**config.mk**
```make
export PLATFORM = sky130hd
export DESIGN_NAME = dns_name_label_encoder_core
export DESIGN_NICKNAME = d
export VERILOG_FILES = /design/src/sv/dnle_pkg.sv /design/src/sv/dns_name_label_encoder_core.sv /design/src/sv/dnle_label_ram.sv /design/src/sv/dnle_cmd_fifo.sv /design/src/sv/dnle_front.sv /design/src/sv/dnle_back.sv
export SDC_FILE = /design/constraint.sdc
export NUM_CORES = 1
export LEC_CHECK = 0
export BUFFER_PORTS_ARGS = -buffer_cell sky130_fd_sc_hd__buf_2
export CORE_MARGIN = 2
export CORE_UTILIZATION = 23
export CTS_CLUSTER_SIZE = 28
export DETAILED_ROUTE_END_ITERATION = 16
export HOLD_SLACK_MARGIN = 0.15
export PLACE_DENSITY = 0.43
export SYNTH_ARGS = -nofsm -noshare
export SYNTH_HDL_FRONTEND = slang
export SYNTH_HIERARCHICAL = 1
export SYNTH_SLANG_ARGS = --single-unit
```
**constraint.sdc**
```tcl
create_clock -name clock -period 5.5 [get_ports clock]
set_input_delay 0.275 -clock clock [delete_from_list [all_inputs] [get_ports clock]]
set_output_delay 0.275 -clock clock [all_outputs]
set_load 0.1 [all_outputs]
```
**src/sv/dnle_pkg.sv**
```systemverilog
// Package with the types, constants and character classes of the label encoder.
package dnle_pkg;

   localparam int MAX_LABEL   = 63;
   localparam int LABEL_CNT_W = $clog2(MAX_LABEL + 1);
   localparam int RING_AW     = 7;
   localparam int RING_DEPTH  = 1 << RING_AW;
   localparam int RING_PTR_W  = RING_AW + 1;
   localparam int CMD_AW      = 2;
   localparam int CMD_DEPTH   = 1 << CMD_AW;
   localparam int CMD_PTR_W   = CMD_AW + 1;

   localparam logic [7:0] DOT_CHAR    = 8'h2E;
   localparam logic [7:0] HYPHEN_CHAR = 8'h2D;

   typedef struct packed {
      logic [7:0] in_byte;
      logic       in_last;
   } dnle_req_type;

   typedef struct packed {
      logic [7:0] out_byte;
      logic       out_last;
      logic       name_error;
   } dnle_rsp_type;

   typedef struct packed {
      logic [LABEL_CNT_W-1:0] len;
      logic                   is_final;
      logic                   err;
   } dnle_cmd_type;

   typedef struct packed {
      logic               en;
      logic [RING_AW-1:0] addr;
      logic [7:0]         data;
   } dnle_wr_type;

   function automatic logic is_letter(input logic [7:0] c);
      return (c >= 8'h41 && c <= 8'h5A) || (c >= 8'h61 && c <= 8'h7A);
   endfunction

   function automatic logic is_digit(input logic [7:0] c);
      return c >= 8'h30 && c <= 8'h39;
   endfunction

endpackage

```
**src/sv/dns_name_label_encoder_core.sv**
```systemverilog
// Top level of the DNS name label encoder: front end, command queue, byte ring, back end.
// The front end accepts the bytes of a dotted name, checks the letter-digit-hyphen
// rule and writes label characters into a 128-byte ring. A closed valid label is
// queued as a command. The back end takes a command, then gives one result word per
// cycle while the result side pops: a length byte followed by the label's characters,
// or a single error word at the end of a bad name. As the back end adds a length byte
// and a command step to every label, a run of short labels can outpace it. The input
// side reports full when the four-entry command queue or the ring is full, which
// happens when the result side is held off or short labels pile up.
module dns_name_label_encoder_core
   import dnle_pkg::*;
(
   input  logic         clock,
   input  logic         reset,
   input  logic         req_push,
   output logic         req_full,
   input  dnle_req_type req_word,
   output logic         rsp_empty,
   input  logic         rsp_pop,
   output dnle_rsp_type rsp_word
);

   logic                  cmd_push;
   logic                  cmd_full;
   logic                  cmd_pop;
   logic                  cmd_empty;
   dnle_cmd_type          cmd_in;
   dnle_cmd_type          cmd_out;
   dnle_wr_type           wr;
   logic [RING_PTR_W-1:0] rd_ptr;
   logic [RING_AW-1:0]    rd_addr;
   logic [7:0]            rd_data;

   dnle_front u_front (
      .clock    (clock),
      .reset    (reset),
      .req_push (req_push),
      .req_full (req_full),
      .req_word (req_word),
      .rd_ptr   (rd_ptr),
      .cmd_full (cmd_full),
      .cmd_push (cmd_push),
      .cmd      (cmd_in),
      .wr       (wr)
   );

   dnle_cmd_fifo u_cmd_fifo (
      .clock    (clock),
      .reset    (reset),
      .push     (cmd_push),
      .push_cmd (cmd_in),
      .full     (cmd_full),
      .pop      (cmd_pop),
      .empty    (cmd_empty),
      .pop_cmd  (cmd_out)
   );

   dnle_label_ram u_label_ram (
      .clock   (clock),
      .wr      (wr),
      .rd_addr (rd_addr),
      .rd_data (rd_data)
   );

   dnle_back u_back (
      .clock     (clock),
      .reset     (reset),
      .cmd_empty (cmd_empty),
      .cmd       (cmd_out),
      .cmd_pop   (cmd_pop),
      .rd_ptr    (rd_ptr),
      .rd_addr   (rd_addr),
      .rd_data   (rd_data),
      .rsp_empty (rsp_empty),
      .rsp_pop   (rsp_pop),
      .rsp_word  (rsp_word)
   );

endmodule

```
**src/sv/dnle_label_ram.sv**
```systemverilog
// Byte ring memory that holds label characters between front and back.
module dnle_label_ram
   import dnle_pkg::*;
(
   input  logic               clock,
   input  dnle_wr_type        wr,
   input  logic [RING_AW-1:0] rd_addr,
   output logic [7:0]         rd_data
);

   logic [7:0] mem [RING_DEPTH];
   logic [7:0] rd_data_ff;

   always_ff @(posedge clock) begin
      if (wr.en) begin
         mem[wr.addr] <= wr.data;
      end
      rd_data_ff <= mem[rd_addr];
   end

   assign rd_data = rd_data_ff;

endmodule

```
**src/sv/dnle_cmd_fifo.sv**
```systemverilog
// Short queue of label commands from the front to the back.
module dnle_cmd_fifo
   import dnle_pkg::*;
(
   input  logic         clock,
   input  logic         reset,
   input  logic         push,
   input  dnle_cmd_type push_cmd,
   output logic         full,
   input  logic         pop,
   output logic         empty,
   output dnle_cmd_type pop_cmd
);

   dnle_cmd_type entry_ff [CMD_DEPTH];
   logic [CMD_PTR_W-1:0] wptr_ff, wptr_in;
   logic [CMD_PTR_W-1:0] rptr_ff, rptr_in;

   assign full    = (wptr_ff - rptr_ff) == CMD_PTR_W'(CMD_DEPTH);
   assign empty   = wptr_ff == rptr_ff;
   assign pop_cmd = entry_ff[rptr_ff[CMD_AW-1:0]];
   assign wptr_in = (push && !full) ? wptr_ff + CMD_PTR_W'(1) : wptr_ff;
   assign rptr_in = (pop && !empty) ? rptr_ff + CMD_PTR_W'(1) : rptr_ff;

   always_ff @(posedge clock) begin
      if (reset) begin
         wptr_ff <= '0;
         rptr_ff <= '0;
      end else begin
         wptr_ff <= wptr_in;
         rptr_ff <= rptr_in;
      end
   end

   always_ff @(posedge clock) begin
      if (push && !full) begin
         entry_ff[wptr_ff[CMD_AW-1:0]] <= push_cmd;
      end
   end

endmodule

```
**src/sv/dnle_front.sv**
```systemverilog
// Front end: accepts name bytes, checks each label and stores its characters.
module dnle_front
   import dnle_pkg::*;
(
   input  logic                  clock,
   input  logic                  reset,
   input  logic                  req_push,
   output logic                  req_full,
   input  dnle_req_type          req_word,
   input  logic [RING_PTR_W-1:0] rd_ptr,
   input  logic                  cmd_full,
   output logic                  cmd_push,
   output dnle_cmd_type          cmd,
   output dnle_wr_type           wr
);

   logic [LABEL_CNT_W-1:0] count_ff, count_in;
   logic                   bad_ff, bad_in;
   logic                   lastld_ff, lastld_in;
   logic                   sticky_ff, sticky_in;
   logic [RING_PTR_W-1:0]  wr_ptr_ff, wr_ptr_in;
   logic [RING_PTR_W-1:0]  start_ff, start_in;

   logic                   accept;
   logic [7:0]             c;
   logic                   is_let;
   logic                   is_ld;
   logic                   is_dot;
   logic                   room;
   logic                   tb_bad;
   logic [LABEL_CNT_W-1:0] tb_count;
   logic                   tb_ok;
   logic                   cur_ok;

   assign req_full = cmd_full || ((wr_ptr_ff - rd_ptr) == RING_PTR_W'(RING_DEPTH));
   assign accept   = req_push && !req_full;
   assign c        = req_word.in_byte;
   assign is_let   = is_letter(c);
   assign is_ld    = is_let || is_digit(c);
   assign is_dot   = c == DOT_CHAR;
   assign room     = count_ff < LABEL_CNT_W'(MAX_LABEL);
   assign tb_bad   = bad_ff || !room ||
                     ((count_ff == '0) ? !is_let : (!is_ld && c != HYPHEN_CHAR));
   assign tb_count = room ? count_ff + LABEL_CNT_W'(1) : count_ff;
   assign tb_ok    = !tb_bad && is_ld;
   assign cur_ok   = count_ff != '0 && !bad_ff && lastld_ff;

   always_comb begin
      count_in  = count_ff;
      bad_in    = bad_ff;
      lastld_in = lastld_ff;
      sticky_in = sticky_ff;
      wr_ptr_in = wr_ptr_ff;
      start_in  = start_ff;
      cmd_push  = 1'b0;
      cmd       = '{len: count_ff, is_final: 1'b0, err: 1'b0};
      wr        = '{en: 1'b0, addr: wr_ptr_ff[RING_AW-1:0], data: c};
      if (accept) begin
         priority if (!req_word.in_last && is_dot) begin
            if (cur_ok) begin
               cmd_push = 1'b1;
               start_in = wr_ptr_ff;
            end else begin
               sticky_in = 1'b1;
               wr_ptr_in = start_ff;
            end
            count_in  = '0;
            bad_in    = 1'b0;
            lastld_in = 1'b0;
         end else if (!req_word.in_last) begin
            count_in  = tb_count;
            bad_in    = tb_bad;
            lastld_in = is_ld;
            if (room) begin
               wr.en     = 1'b1;
               wr_ptr_in = wr_ptr_ff + RING_PTR_W'(1);
            end
         end else begin
            cmd_push = 1'b1;
            if (is_dot || sticky_ff || !tb_ok) begin
               cmd       = '{len: '0, is_final: 1'b1, err: 1'b1};
               wr_ptr_in = start_ff;
            end else begin
               cmd       = '{len: tb_count, is_final: 1'b1, err: 1'b0};
               wr.en     = 1'b1;
               wr_ptr_in = wr_ptr_ff + RING_PTR_W'(1);
               start_in  = wr_ptr_ff + RING_PTR_W'(1);
            end
            count_in  = '0;
            bad_in    = 1'b0;
            lastld_in = 1'b0;
            sticky_in = 1'b0;
         end
      end
   end

   always_ff @(posedge clock) begin
      if (reset) begin
         count_ff  <= '0;
         bad_ff    <= 1'b0;
         lastld_ff <= 1'b0;
         sticky_ff <= 1'b0;
         wr_ptr_ff <= '0;
         start_ff  <= '0;
      end else begin
         count_ff  <= count_in;
         bad_ff    <= bad_in;
         lastld_ff <= lastld_in;
         sticky_ff <= sticky_in;
         wr_ptr_ff <= wr_ptr_in;
         start_ff  <= start_in;
      end
   end

endmodule

```
**src/sv/dnle_back.sv**
```systemverilog
// Back end: replays each accepted label as a length byte and its characters, or gives an error word.
module dnle_back
   import dnle_pkg::*;
(
   input  logic                  clock,
   input  logic                  reset,
   input  logic                  cmd_empty,
   input  dnle_cmd_type          cmd,
   output logic                  cmd_pop,
   output logic [RING_PTR_W-1:0] rd_ptr,
   output logic [RING_AW-1:0]    rd_addr,
   input  logic [7:0]            rd_data,
   output logic                  rsp_empty,
   input  logic                  rsp_pop,
   output dnle_rsp_type          rsp_word
);

   typedef enum logic [2:0] {
      ST_IDLE = 3'b001,
      ST_HEAD = 3'b010,
      ST_BODY = 3'b100
   } dnle_state_type;

   dnle_state_type         state_ff, state_in;
   dnle_cmd_type           cur_ff, cur_in;
   logic [LABEL_CNT_W-1:0] remain_ff, remain_in;
   logic [RING_PTR_W-1:0]  rd_ptr_ff, rd_ptr_in;
   logic                   out_valid_ff, out_valid_in;
   dnle_rsp_type           out_word_ff, out_word_in;
   logic                   slot_free;
   logic                   load;

   assign slot_free = !out_valid_ff || rsp_pop;
   assign cmd_pop   = (state_ff == ST_IDLE) && !cmd_empty;

   always_comb begin
      state_in    = state_ff;
      cur_in      = cur_ff;
      remain_in   = remain_ff;
      rd_ptr_in   = rd_ptr_ff;
      load        = 1'b0;
      out_word_in = out_word_ff;
      unique case (state_ff)
         ST_IDLE: begin
            if (!cmd_empty) begin
               cur_in   = cmd;
               state_in = ST_HEAD;
            end
         end
         ST_HEAD: begin
            if (slot_free) begin
               load = 1'b1;
               if (cur_ff.err) begin
                  out_word_in = '{out_byte: 8'h00, out_last: 1'b1, name_error: 1'b1};
                  state_in    = ST_IDLE;
               end else begin
                  out_word_in = '{out_byte: 8'(cur_ff.len), out_last: 1'b0,
                                  name_error: 1'b0};
                  remain_in   = cur_ff.len;
                  state_in    = ST_BODY;
               end
            end
         end
         ST_BODY: begin
            if (slot_free) begin
               load        = 1'b1;
               out_word_in = '{out_byte: rd_data,
                               out_last: cur_ff.is_final && remain_ff == LABEL_CNT_W'(1),
                               name_error: 1'b0};
               rd_ptr_in   = rd_ptr_ff + RING_PTR_W'(1);
               remain_in   = remain_ff - LABEL_CNT_W'(1);
               if (remain_ff == LABEL_CNT_W'(1)) begin
                  state_in = ST_IDLE;
               end
            end
         end
         default: begin
            state_in = ST_IDLE;
         end
      endcase
      if (load) begin
         out_valid_in = 1'b1;
      end else if (rsp_pop) begin
         out_valid_in = 1'b0;
      end else begin
         out_valid_in = out_valid_ff;
      end
   end

   always_ff @(posedge clock) begin
      if (reset) begin
         state_ff     <= ST_IDLE;
         rd_ptr_ff    <= '0;
         out_valid_ff <= 1'b0;
      end else begin
         state_ff     <= state_in;
         rd_ptr_ff    <= rd_ptr_in;
         out_valid_ff <= out_valid_in;
      end
   end

   always_ff @(posedge clock) begin
      cur_ff      <= cur_in;
      remain_ff   <= remain_in;
      out_word_ff <= out_word_in;
   end

   assign rd_ptr    = rd_ptr_ff;
   assign rd_addr   = rd_ptr_in[RING_AW-1:0];
   assign rsp_empty = !out_valid_ff;
   assign rsp_word  = out_word_ff;

endmodule

```
Yosys cells after proc, flatten, opt, wreduce, memory -nomap -nowiden:

Memory sizes are Yosys's and may differ from the RTL's. A register that Yosys moved wholly into a read port is not among the register bits.
Index checks and enable logic that the tools add are counted.

* bits in registers: 59
* memory bits (writable): 1056
* output and inout port bits: 12
* memories: 2

Memory list
* u_label_ram.mem: depth 128, bits a word 8, read ports 1, clocked after Yosys merged registers in 1, write ports 1, RTL line dnle_label_ram.sv:11 `logic [7:0] mem [RING_DEPTH];`
* u_cmd_fifo.entry_ff: depth 4, bits a word 8, read ports 1, clocked after Yosys merged registers in 1, write ports 1, RTL line dnle_cmd_fifo.sv:15 `dnle_cmd_type entry_ff [CMD_DEPTH];`

* add/subtract/negate cells: 8
* $lt $le $gt $ge: 7
* eq/ne operators: 15
* mux-type cells: 55
* bitwise gates (word level): 1
* reductions and logical operators: 47

Operator list (number)
* $mux W8: 12
* $mux W6: 6
* $mux W1: 25
* $mux W10: 2
* $pmux W10 S2: 1
* $add A8 B1 Y8 const B: 2
* $ge A8 B7 Y1 const B: 2
* $le A8 B7 Y1 const B: 2
* $mux W3: 5
* $mux W7: 2
* $logic_and A1 B1 Y1: 13
* $pmux W6 S2: 1
* $logic_not A1 Y1: 11
* $pmux W3 S3: 1
* $eq A8 B6 Y1 const B: 1
* $eq A8 B8 Y1 const B: 1
* $ge A8 B6 Y1 const B: 1
* $le A8 B6 Y1 const B: 1
* $logic_or A1 B1 Y1: 8
* $ne A8 B6 Y1 const B: 1
* $reduce_and A2 Y1: 4
* $reduce_and A4 Y1: 2
* $sub A8 B8 Y8: 1
* $add A3 B1 Y3 const B: 2
* 18 further kinds: 26

Logic depth before layout (Yosys ltp):

Gate-level depths: netlist of run 1.

* depth after elaboration: 18
* depth in mapped cells: 14
* gate-level depth less buffers: 11

Modules after synthesis:

Netlist of run 1, hierarchy kept.

By module, submodules not included
* dnle_label_ram: instances 1, cells each 1635, area an instance 39665.5 um^2, sequential area each 30909.6 um^2
* dnle_front: instances 1, cells each 301, area an instance 2328.5 um^2, sequential area each 500.5 um^2
* dnle_back: instances 1, cells each 161, area an instance 1769.2 um^2, sequential area each 960.9 um^2
* dnle_cmd_fifo: instances 1, cells each 92, area an instance 1642.8 um^2, sequential area each 1121.1 um^2

Worst setup path before layout of run 1:

Ideal clock, no wire load.

* path kind: reg2reg
* from: reg u_back.state_ff[2]
* to: reg u_label_ram.rd_data_ff[0] (netlist: u_label_ram/rd_data[0]) (read register of u_label_ram.mem)
* data arrival time: 3.666 ns
* data required time: 5.379 ns
* slack: 1.713 ns
* stages on the path, launching flop included: 11
* period minus slack after synthesis: 3.787 ns
* cells stage by stage: dfxtp_1 -> buf_4 -> or3b_4 -> or3_1 -> nand2_1 -> clkbuf_1 -> buf_1 -> mux4_2 -> mux4_2 -> mux4_2 -> mux2_2

* cells in the longest elaborated chain, start to end: 2

Ends and longest elaborated chain
* start: declaration: RTL line dnle_back.sv:24 `dnle_state_type state_ff, state_in;`
* start signal: assignment: RTL line dnle_back.sv:96 `state_ff <= state_in;`
* $eq A3 B3 Y1: RTL line dnle_back.sv:43 `unique case (state_ff)`
* $mux W7: RTL line dnle_back.sv:43
* via rd_addr[0]: RTL line dns_name_label_encoder_core.sv:31 `logic [RING_AW-1:0] rd_addr;`
* end: declaration: RTL line dnle_label_ram.sv:12 `logic [7:0] rd_data_ff;`

The timed path passes the listed nets, and every way through them passes these cells.
A chain may end at the register's enable or synchronous reset.

Final worst setup path of run 1:

* from: reg u_back.state_ff[2]
* to: reg u_label_ram.rd_data_ff[6] (netlist: u_label_ram/rd_data[6]) (read register of u_label_ram.mem)

The elaborated chain is that of the path after synthesis.

==> flow_metrics.py, run 1 <==
metrics = {
    "timing": {
        "fin_crit_ns": 4.52,
        "rsz0062_at_grt": "no",
        "setup_viol": 0,
        "finalHoldViolations": 0,
        "slew_headroom_pct": 22.4,
        "final.setup.worst_slack_ns": 0.980,
        "tns_ns": 0,
        "max_freq_mhz": 221,
        "tightestPinTransition_ns": 1.16,
        "min_period_over_period_pct": 82.2,
        "final_max_slew_viol_count": 0,
        "skew_ns": 0.0251,
    },
    "yosys": {
        "synthXorXnorAreaFrac_pct": 0.419,
        "synth_top_family_by_area": "multiplexers",
        "synth_seq_cells": 1133,
        "postSynthCellCount": 2189,
        "async_reset_ff_share_pct": 0,
        "synth_fa_ha_area_share_pct": 0.551,
        "syn_nets": 2222,
        "yosys_warnings": 6,
        "synth_cell_type_count": 73,
        "yosysTopAreaCell": "edfxtp_1",
        "synth_top_area_share_pct": 71.4,
        "synth_area_leaders": "edfxtp_1 (71%), mux4_2 (17%), dfxtp_1 (2.3%)",
        "synth_mux_area_share_pct": 17.8,
        "syn_area_sq_um": 45400,
        "synth_ff_type": "edfxtp_1",
        "synthSimpleGateAreaFrac_pct": 3.97,
        "synth-compound-area-share_pct": 1.93,
        "synth_commonest_cells": "edfxtp_1 (1080), mux4_2 (344), nor2_1 (166)",
        "yosysMostFrequentCell": "edfxtp_1",
        "seq_area_frac_synth_pct": 73.8,
        "synth_edf_count": 1080,
        "syn_avg_cell_area_sq_um": 20.7,
    },
    "die": {
        "die_h_microns": 448,
        "rows": 163,
        "initial_utilization_pct": 23.1,
        "dieArea_sq_um": 201000,
        "die_w_microns": 448,
        "coreArea_sq_um": 197000,
        "io_pins": 25,
    },
    "critical_path": {
        "crit_chain": "or3b_4, or3_1, nand2_4, buf_12, mux4_2, mux4_2, mux4_2, mux2_2",
        "crit_arrival_ns": 5.15,
        "cp_common_cell": "mux4_2",
        "slowest_delay_ns": 0.64,
        "start_kind": "flip-flop",
        "reg2reg_depth": 8,
        "crit_required_ns": 6.13,
        "end_kind": "flip-flop",
        "cp-startpoint": "u_back/state_ff[2]",
        "regToRegEndpoint": "u_label_ram/rd_data[6]",
        "critPathMaxFanout": 75,
        "path_class": "flip-flop to flip-flop",
        "rr_startpoint": "u_back/state_ff[2]",
        "ff2ff_setup_slack_ns": 0.98,
        "crit_slowest_cell": "mux4_2",
    },
    "clock_network": {
        "clk_latency_ns": 0.74,
        "ctsResizeCount": 0,
        "clock_sinks": 1133,
        "clk_pin_slew_ns": 0.06,
        "htree_levels": 4,
        "numCtsBuffers": 130,
        "cts_tree": "done",
        "clockBufferDepth": 3,
        "cts_root_buffer": "clkbuf_16",
    },
    "job": {
        "drv_cap": 0,
    },
    "pwr": {
        "ir_drop_uv": 189,
        "seq_power_share_pct": 51.0,
        "p_leak_nw": 16.2,
        "p_comb_share_pct": 4.7,
        "p_sw_share_pct": 21.9,
        "power.switching_mw": 4.13,
        "powerDensity_nw_per_um2": 349,
        "p_int_mw": 14.7,
        "power_frac_clock_pct": 44.3,
    },
    "place": {
        "port_buffers": 24,
        "place_worst_setup_slack_ns": 0.877,
        "placed_area_sq_um": 49800,
        "hpwl_microns": 74300,
        "gp_congestion": 0.757,
    },
    "global_route": {
        "antenna_found_initial": 8,
        "grtUsageTotal_pct": 11.8,
        "grt_overflow": 0,
        "grt_max_degree": 100,
        "grt_pass1_wl_microns": 171000,
        "grt_pass1_vias": 23362,
    },
    "cells_and_area": {
        "area_delta_synth_final_pct": 19.0,
        "design_area_sq_um": 54000,
        "nNetsFinal": 2440,
        "layout-drive-gt1-share_pct": 30.4,
    },
    "route": {
        "postRouteAntennaNets": 0,
        "via_per_inst": 4.35,
        "num_vias": 22393,
        "drtIter0Drc": 1675,
        "dr.pass1.iters": 5,
        "wl_microns": 118000,
        "route.detailed.drc": 0,
        "routedWlPerCell_microns": 22.9,
    },
    "min_path": {
        "hold_start": "req_word[6]",
        "hold_end": "u_label_ram/mem[19][5]",
        "hold_path.class": "input port to flip-flop",
        "hold_path_depth": 2,
    },
    "outcome": {
        "status": "finished, final reports clean",
    },
}
## cells in the final DEF (no fill, tap or decap), types with 10 or more instances in the layout
cell and instances:
buf_4 181, buf_12 12, clkinv_1 25, inv_1 21
nor3_1 18, nand2_1 44, mux2i_1 12, nand3_1 31
nand2b_1 22, dfxtp_1 53, a21oi_1 25, nor2b_1 25
edfxtp_1 1080, ha_1 20, clkbuf_1 37, a311oi_1 10
clkbuf_16 135, mux4_2 344, clkinv_2 10, or3_1 10
o21ai_0 15, buf_2 16, nor2_1 166, o21ai_1 13
## how the worst max path moves through the flow
stage / endpoint / slack [ns] / cells past startpoint
after floorplan: u_label_ram/rd_data[0] / 1.71 / 10
after CTS: u_label_ram/rd_data[6] / 0.90 / 8
after global placement: u_label_ram/rd_data[6] / 0.93 / 8
final: u_label_ram/rd_data[6] / 0.98 / 8
after detailed placement: u_label_ram/mem[85][6] / 0.88 / 10
after global routing: u_label_ram/rd_data[6] / 0.76 / 8
## power groups by stage
stage / clock network, mW / registers (mW) / logic [mW]
after detailed placement: 0 / 9.81 / 0.881
after CTS: 8.62 / 9.63 / 0.891
after global routing: 8.93 / 9.63 / 0.951
after floorplan: 0 / 9.79 / 0.529
after global placement: 0 / 9.80 / 0.854
final: 8.36 / 9.62 / 0.879
## state kept, by name (all words and copies together) (netlist names), 8 cells and up, named ones only
signal and cells:
u_label_ram/mem 1024, u_cmd_fifo/entry_ff 32, u_back/rsp_word 10, u_back/cur_ff 8
u_back/rd_ptr 8, u_front/start_ff 8, u_front/wr_ptr_ff 8, u_label_ram/rd_data 8
## final cells by class
| cell class | instances | area [sq um] |
|---|---|---|
| diodes | 5 | 12.5 |
| repair buffers | 218 | 1770 |
| multi-input cells | 903 | 11200 |
| fillers | 19364 | 143000 |
| flip-flops and latches | 1133 | 33500 |
| clock inverters | 59 | 569 |
| inverters | 21 | 78.8 |
| well taps | 2640 | 3300 |
| clock buffers | 174 | 3540 |
## per-stage QoR
stage / util [%] / instances / hold WS (ns) / power (mW)
2_1_floorplan: - / 2189 / 0.452 / 10.3
3_3_place_gp: 25.3 / 4906 / 0.482 / 10.7
3_5_place_dp: 25.3 / 4906 / 0.496 / 10.7
4_1_cts: 27.4 / 5148 / 0.161 / 19.1
5_1_grt: 27.4 / 5148 / 0.233 / 19.5
6_report: 27.4 / 5153 / 0.224 / 18.9
## kinds of logic after synthesis
family / Yosys count
adders and majority gates: 20
DFF: 1133
and+or+nand+nor: 369
xor gates and xnor gates: 20
buffers and inverters: 153
AOI/OAI and AO/OA: 120
muxes: 374
## critical path: cells and delay by family (launching register included)
kind	cells	cell delay, ns
multiplexers	4	2.05
AND/OR/NAND/NOR	3	1.20
flip-flops	1	0.52
buffers and inverters	1	0.52
## layer usage
layer	wire (microns)	GRT usage, %
met1	53000	15.9
met2	57700	19.4
met3	4880	2.03
met4	2460	3.24
met5	13	0
## timing repair
action	in CTS	in global routing
hold endpoints to repair	283	0
buffers inserted	0	0
hold buffers	9	0
Note: power is estimated with default switching activity, not from simulation.
==> run 2: changes to the inputs <==
- PLACE_DENSITY: 0.43 -> 0.44
- clock period: 5.5 -> 3.7 ns (I/O delays scaled with it)
==> run 2 against run 1 <==
Against the previous run:
- register-to-register slack worse by 1.0 ns
- largest cell class unchanged
- global-route usage decreased by 0.15 points
- the run now ends with negative setup slack left
- final cell count grew 0.85%
- clock-buffer cell count is 33 lower
- final area up 1.7%
- core utilization is 0.46 points higher
- critical path type unchanged
- hold slack improved by 0.30 ns
==> flow_metrics.py, run 2 (synthesized netlist as in run 1, its figures left out) <==
metrics = {
    "route": {
        "postRouteAntennaNets": 0,
        "wl_met2_microns": 59100,
        "via_per_inst": 4.32,
        "wl_microns": 118000,
        "route.detailed.drc": 0,
        "num_vias": 22447,
        "dr.pass1.iters": 5,
        "dr_wl_met3_microns": 5690,
        "met1_length_microns": 50600,
        "routedWlPerCell_microns": 22.6,
        "drtIter0Drc": 2113,
        "top_layer": "met4",
    },
    "clock_network": {
        "htree_levels": 3,
        "cts_tree": "done",
        "clock_sinks": 1133,
        "numCtsBuffers": 116,
        "clk_pin_slew_ns": 0.07,
        "clockBufferDepth": 3,
        "clk_latency_ns": 0.72,
        "cts_root_buffer": "clkbuf_16",
    },
    "die": {
        "io_pins": 25,
        "die_w_microns": 448,
        "dieArea_sq_um": 201000,
        "coreArea_sq_um": 197000,
        "initial_utilization_pct": 23.1,
        "rows": 163,
        "die_h_microns": 448,
    },
    "global_route": {
        "antenna_found_initial": 6,
        "grt_max_degree": 101,
        "grtUsageTotal_pct": 11.6,
        "grt_pass1_vias": 23396,
        "grt_pass1_wl_microns": 170000,
        "grt_overflow": 0,
    },
    "cells_and_area": {
        "largest_register_ffs": 1024,
        "area_delta_synth_final_pct": 20.9,
        "nNetsFinal": 2491,
        "layout_commonest_cell": "edfxtp_1",
        "multi_input_area_sq_um": 11400,
        "top_register": "u_label_ram/mem",
        "nFillCells": 19316,
        "final_cell_mix": "edfxtp_1 (1080), mux4_2 (344), buf_4 (196), clkbuf_16 (120), nor2_1 (112)",
        "seqCellArea_sq_um": 33500,
        "layout-drive-gt1-share_pct": 34.6,
    },
    "pwr": {
        "p_leak_nw": 16.6,
        "powerDensity_nw_per_um2": 496,
        "ir_drop_uv": 356,
    },
    "timing": {
        "slew_headroom_pct": 23.9,
        "fin_hold_ws_ns": 0.520,
        "setup_viol": 5,
        "final.setup.worst_slack_ns": -0.0579,
        "tightestPinTransition_ns": 1.14,
        "rsz0062_at_grt": "yes",
        "finalHoldViolations": 0,
        "skew_ns": 0.0256,
        "tns_ns": -0.114,
        "min_period_over_period_pct": 102,
        "fin_crit_ns": 3.76,
        "final_max_slew_viol_count": 0,
        "max_freq_mhz": 266,
    },
    "critical_path": {
        "crit_chain": "or3b_4, or3_4, nand2_8, buf_16, buf_12, mux4_2, mux4_2, mux4_2, mux2_4",
        "end_kind": "flip-flop",
        "slowest_delay_ns": 0.59,
        "crit_required_ns": 4.31,
        "crit_arrival_ns": 4.37,
        "cp_common_cell": "mux4_2",
        "start_kind": "flip-flop",
        "critPathMaxFanout": 7,
        "ff2ff_setup_slack_ns": -0.06,
        "crit_slowest_cell": "mux4_2",
        "path_class": "flip-flop to flip-flop",
    },
    "outcome": {
        "status": "complete, but fails checks",
        "violations": "negative setup slack",
    },
    "place": {
        "hpwl_microns": 75800,
        "port_buffers": 24,
        "gp_congestion": 0.782,
    },
    "min_path": {
        "hold_path.class": "flip-flop to flip-flop",
    },
    "job": {
        "drv_cap": 0,
    },
}
## run 2: changes by cell type in the layout (fill, tap and decap cells not counted), moves of 5 or more
cell,before,now
nor2_1,166,112
nor2_2,1,55
buf_12,12,47
clkbuf_1,37,21
buf_4,181,196
clkbuf_16,135,120
clkinv_2,10,22
mux2_2,9,2
mux2_4,1,8
buf_16,0,5
buf_6,0,5
clkinvlp_4,6,11
## run 2: worst paths after layout
kind                      startpoint                      to  cells past startpoint
setup reg to reg  u_back/state_ff[2]  u_label_ram/rd_data[0]                      9
setup / recovery  u_back/state_ff[2]  u_label_ram/rd_data[0]                      9
hold / removal     u_front/lastld_ff       u_front/lastld_ff                      2
hold reg to reg    u_front/lastld_ff       u_front/lastld_ff                      2
## run 2: critical path, delay by kind of cell (launching register included)
family / cells / cell delay, ns
buf+inv: 2 / 0.33
flops: 1 / 0.33
mux: 4 / 2.00
simple gates: 3 / 0.95
## run 2: what timing repair did
action	CTS	global route
endpoints found under the hold margin	159	0
cloned	2	2
gates resized for setup	37	29
setup endpoints to repair	101	254
buffers inserted	14	3
hold buffers	12	0
pin swaps	4	1
## run 2: layout make-up
cell class | count | area share, %
clock inverters | 74 | 1.23
diodes | 2 | 0.00911
inverters | 21 | 0.144
repair buffers | 283 | 5.20
flip-flops and latches | 1133 | 61.0
clock buffers | 141 | 5.57
multi-input cells | 903 | 20.8
well taps | 2640 | 6.01
## run 2: where the power goes
group          internal, mW  leakage (nW)  total [mW]  switching (mW)
sequential             14.2          10.2        14.3          0.0874
clock                  6.62          1.80        11.5            4.92
combinational         0.442          4.61        1.41           0.970
## run 2: per-stage QoR
stage	total power, mW	instance area [sq um]	worst slack [ns]	instances	utilization [%]
3_3_place_gp	15.9	50600	-0.321	4948	25.7
2_1_floorplan	15.3	45400	-0.0691	2189	-
3_5_place_dp	16.0	50600	-0.265	4948	25.7
5_1_grt	28.2	54900	-0.107	5196	27.9
6_report	27.2	54900	-0.0579	5197	27.9
4_1_cts	27.6	54800	-0.0744	5191	27.8
## run 2: layer usage
| metal | up-vias | track usage, % |
|---|---|---|
| li1 | 9610 | - |
| met1 | 12082 | 15.4 |
| met2 | 611 | 19.7 |
| met3 | 144 | 1.85 |
| met4 | 0 | 3.09 |
| met5 | - | 0 |
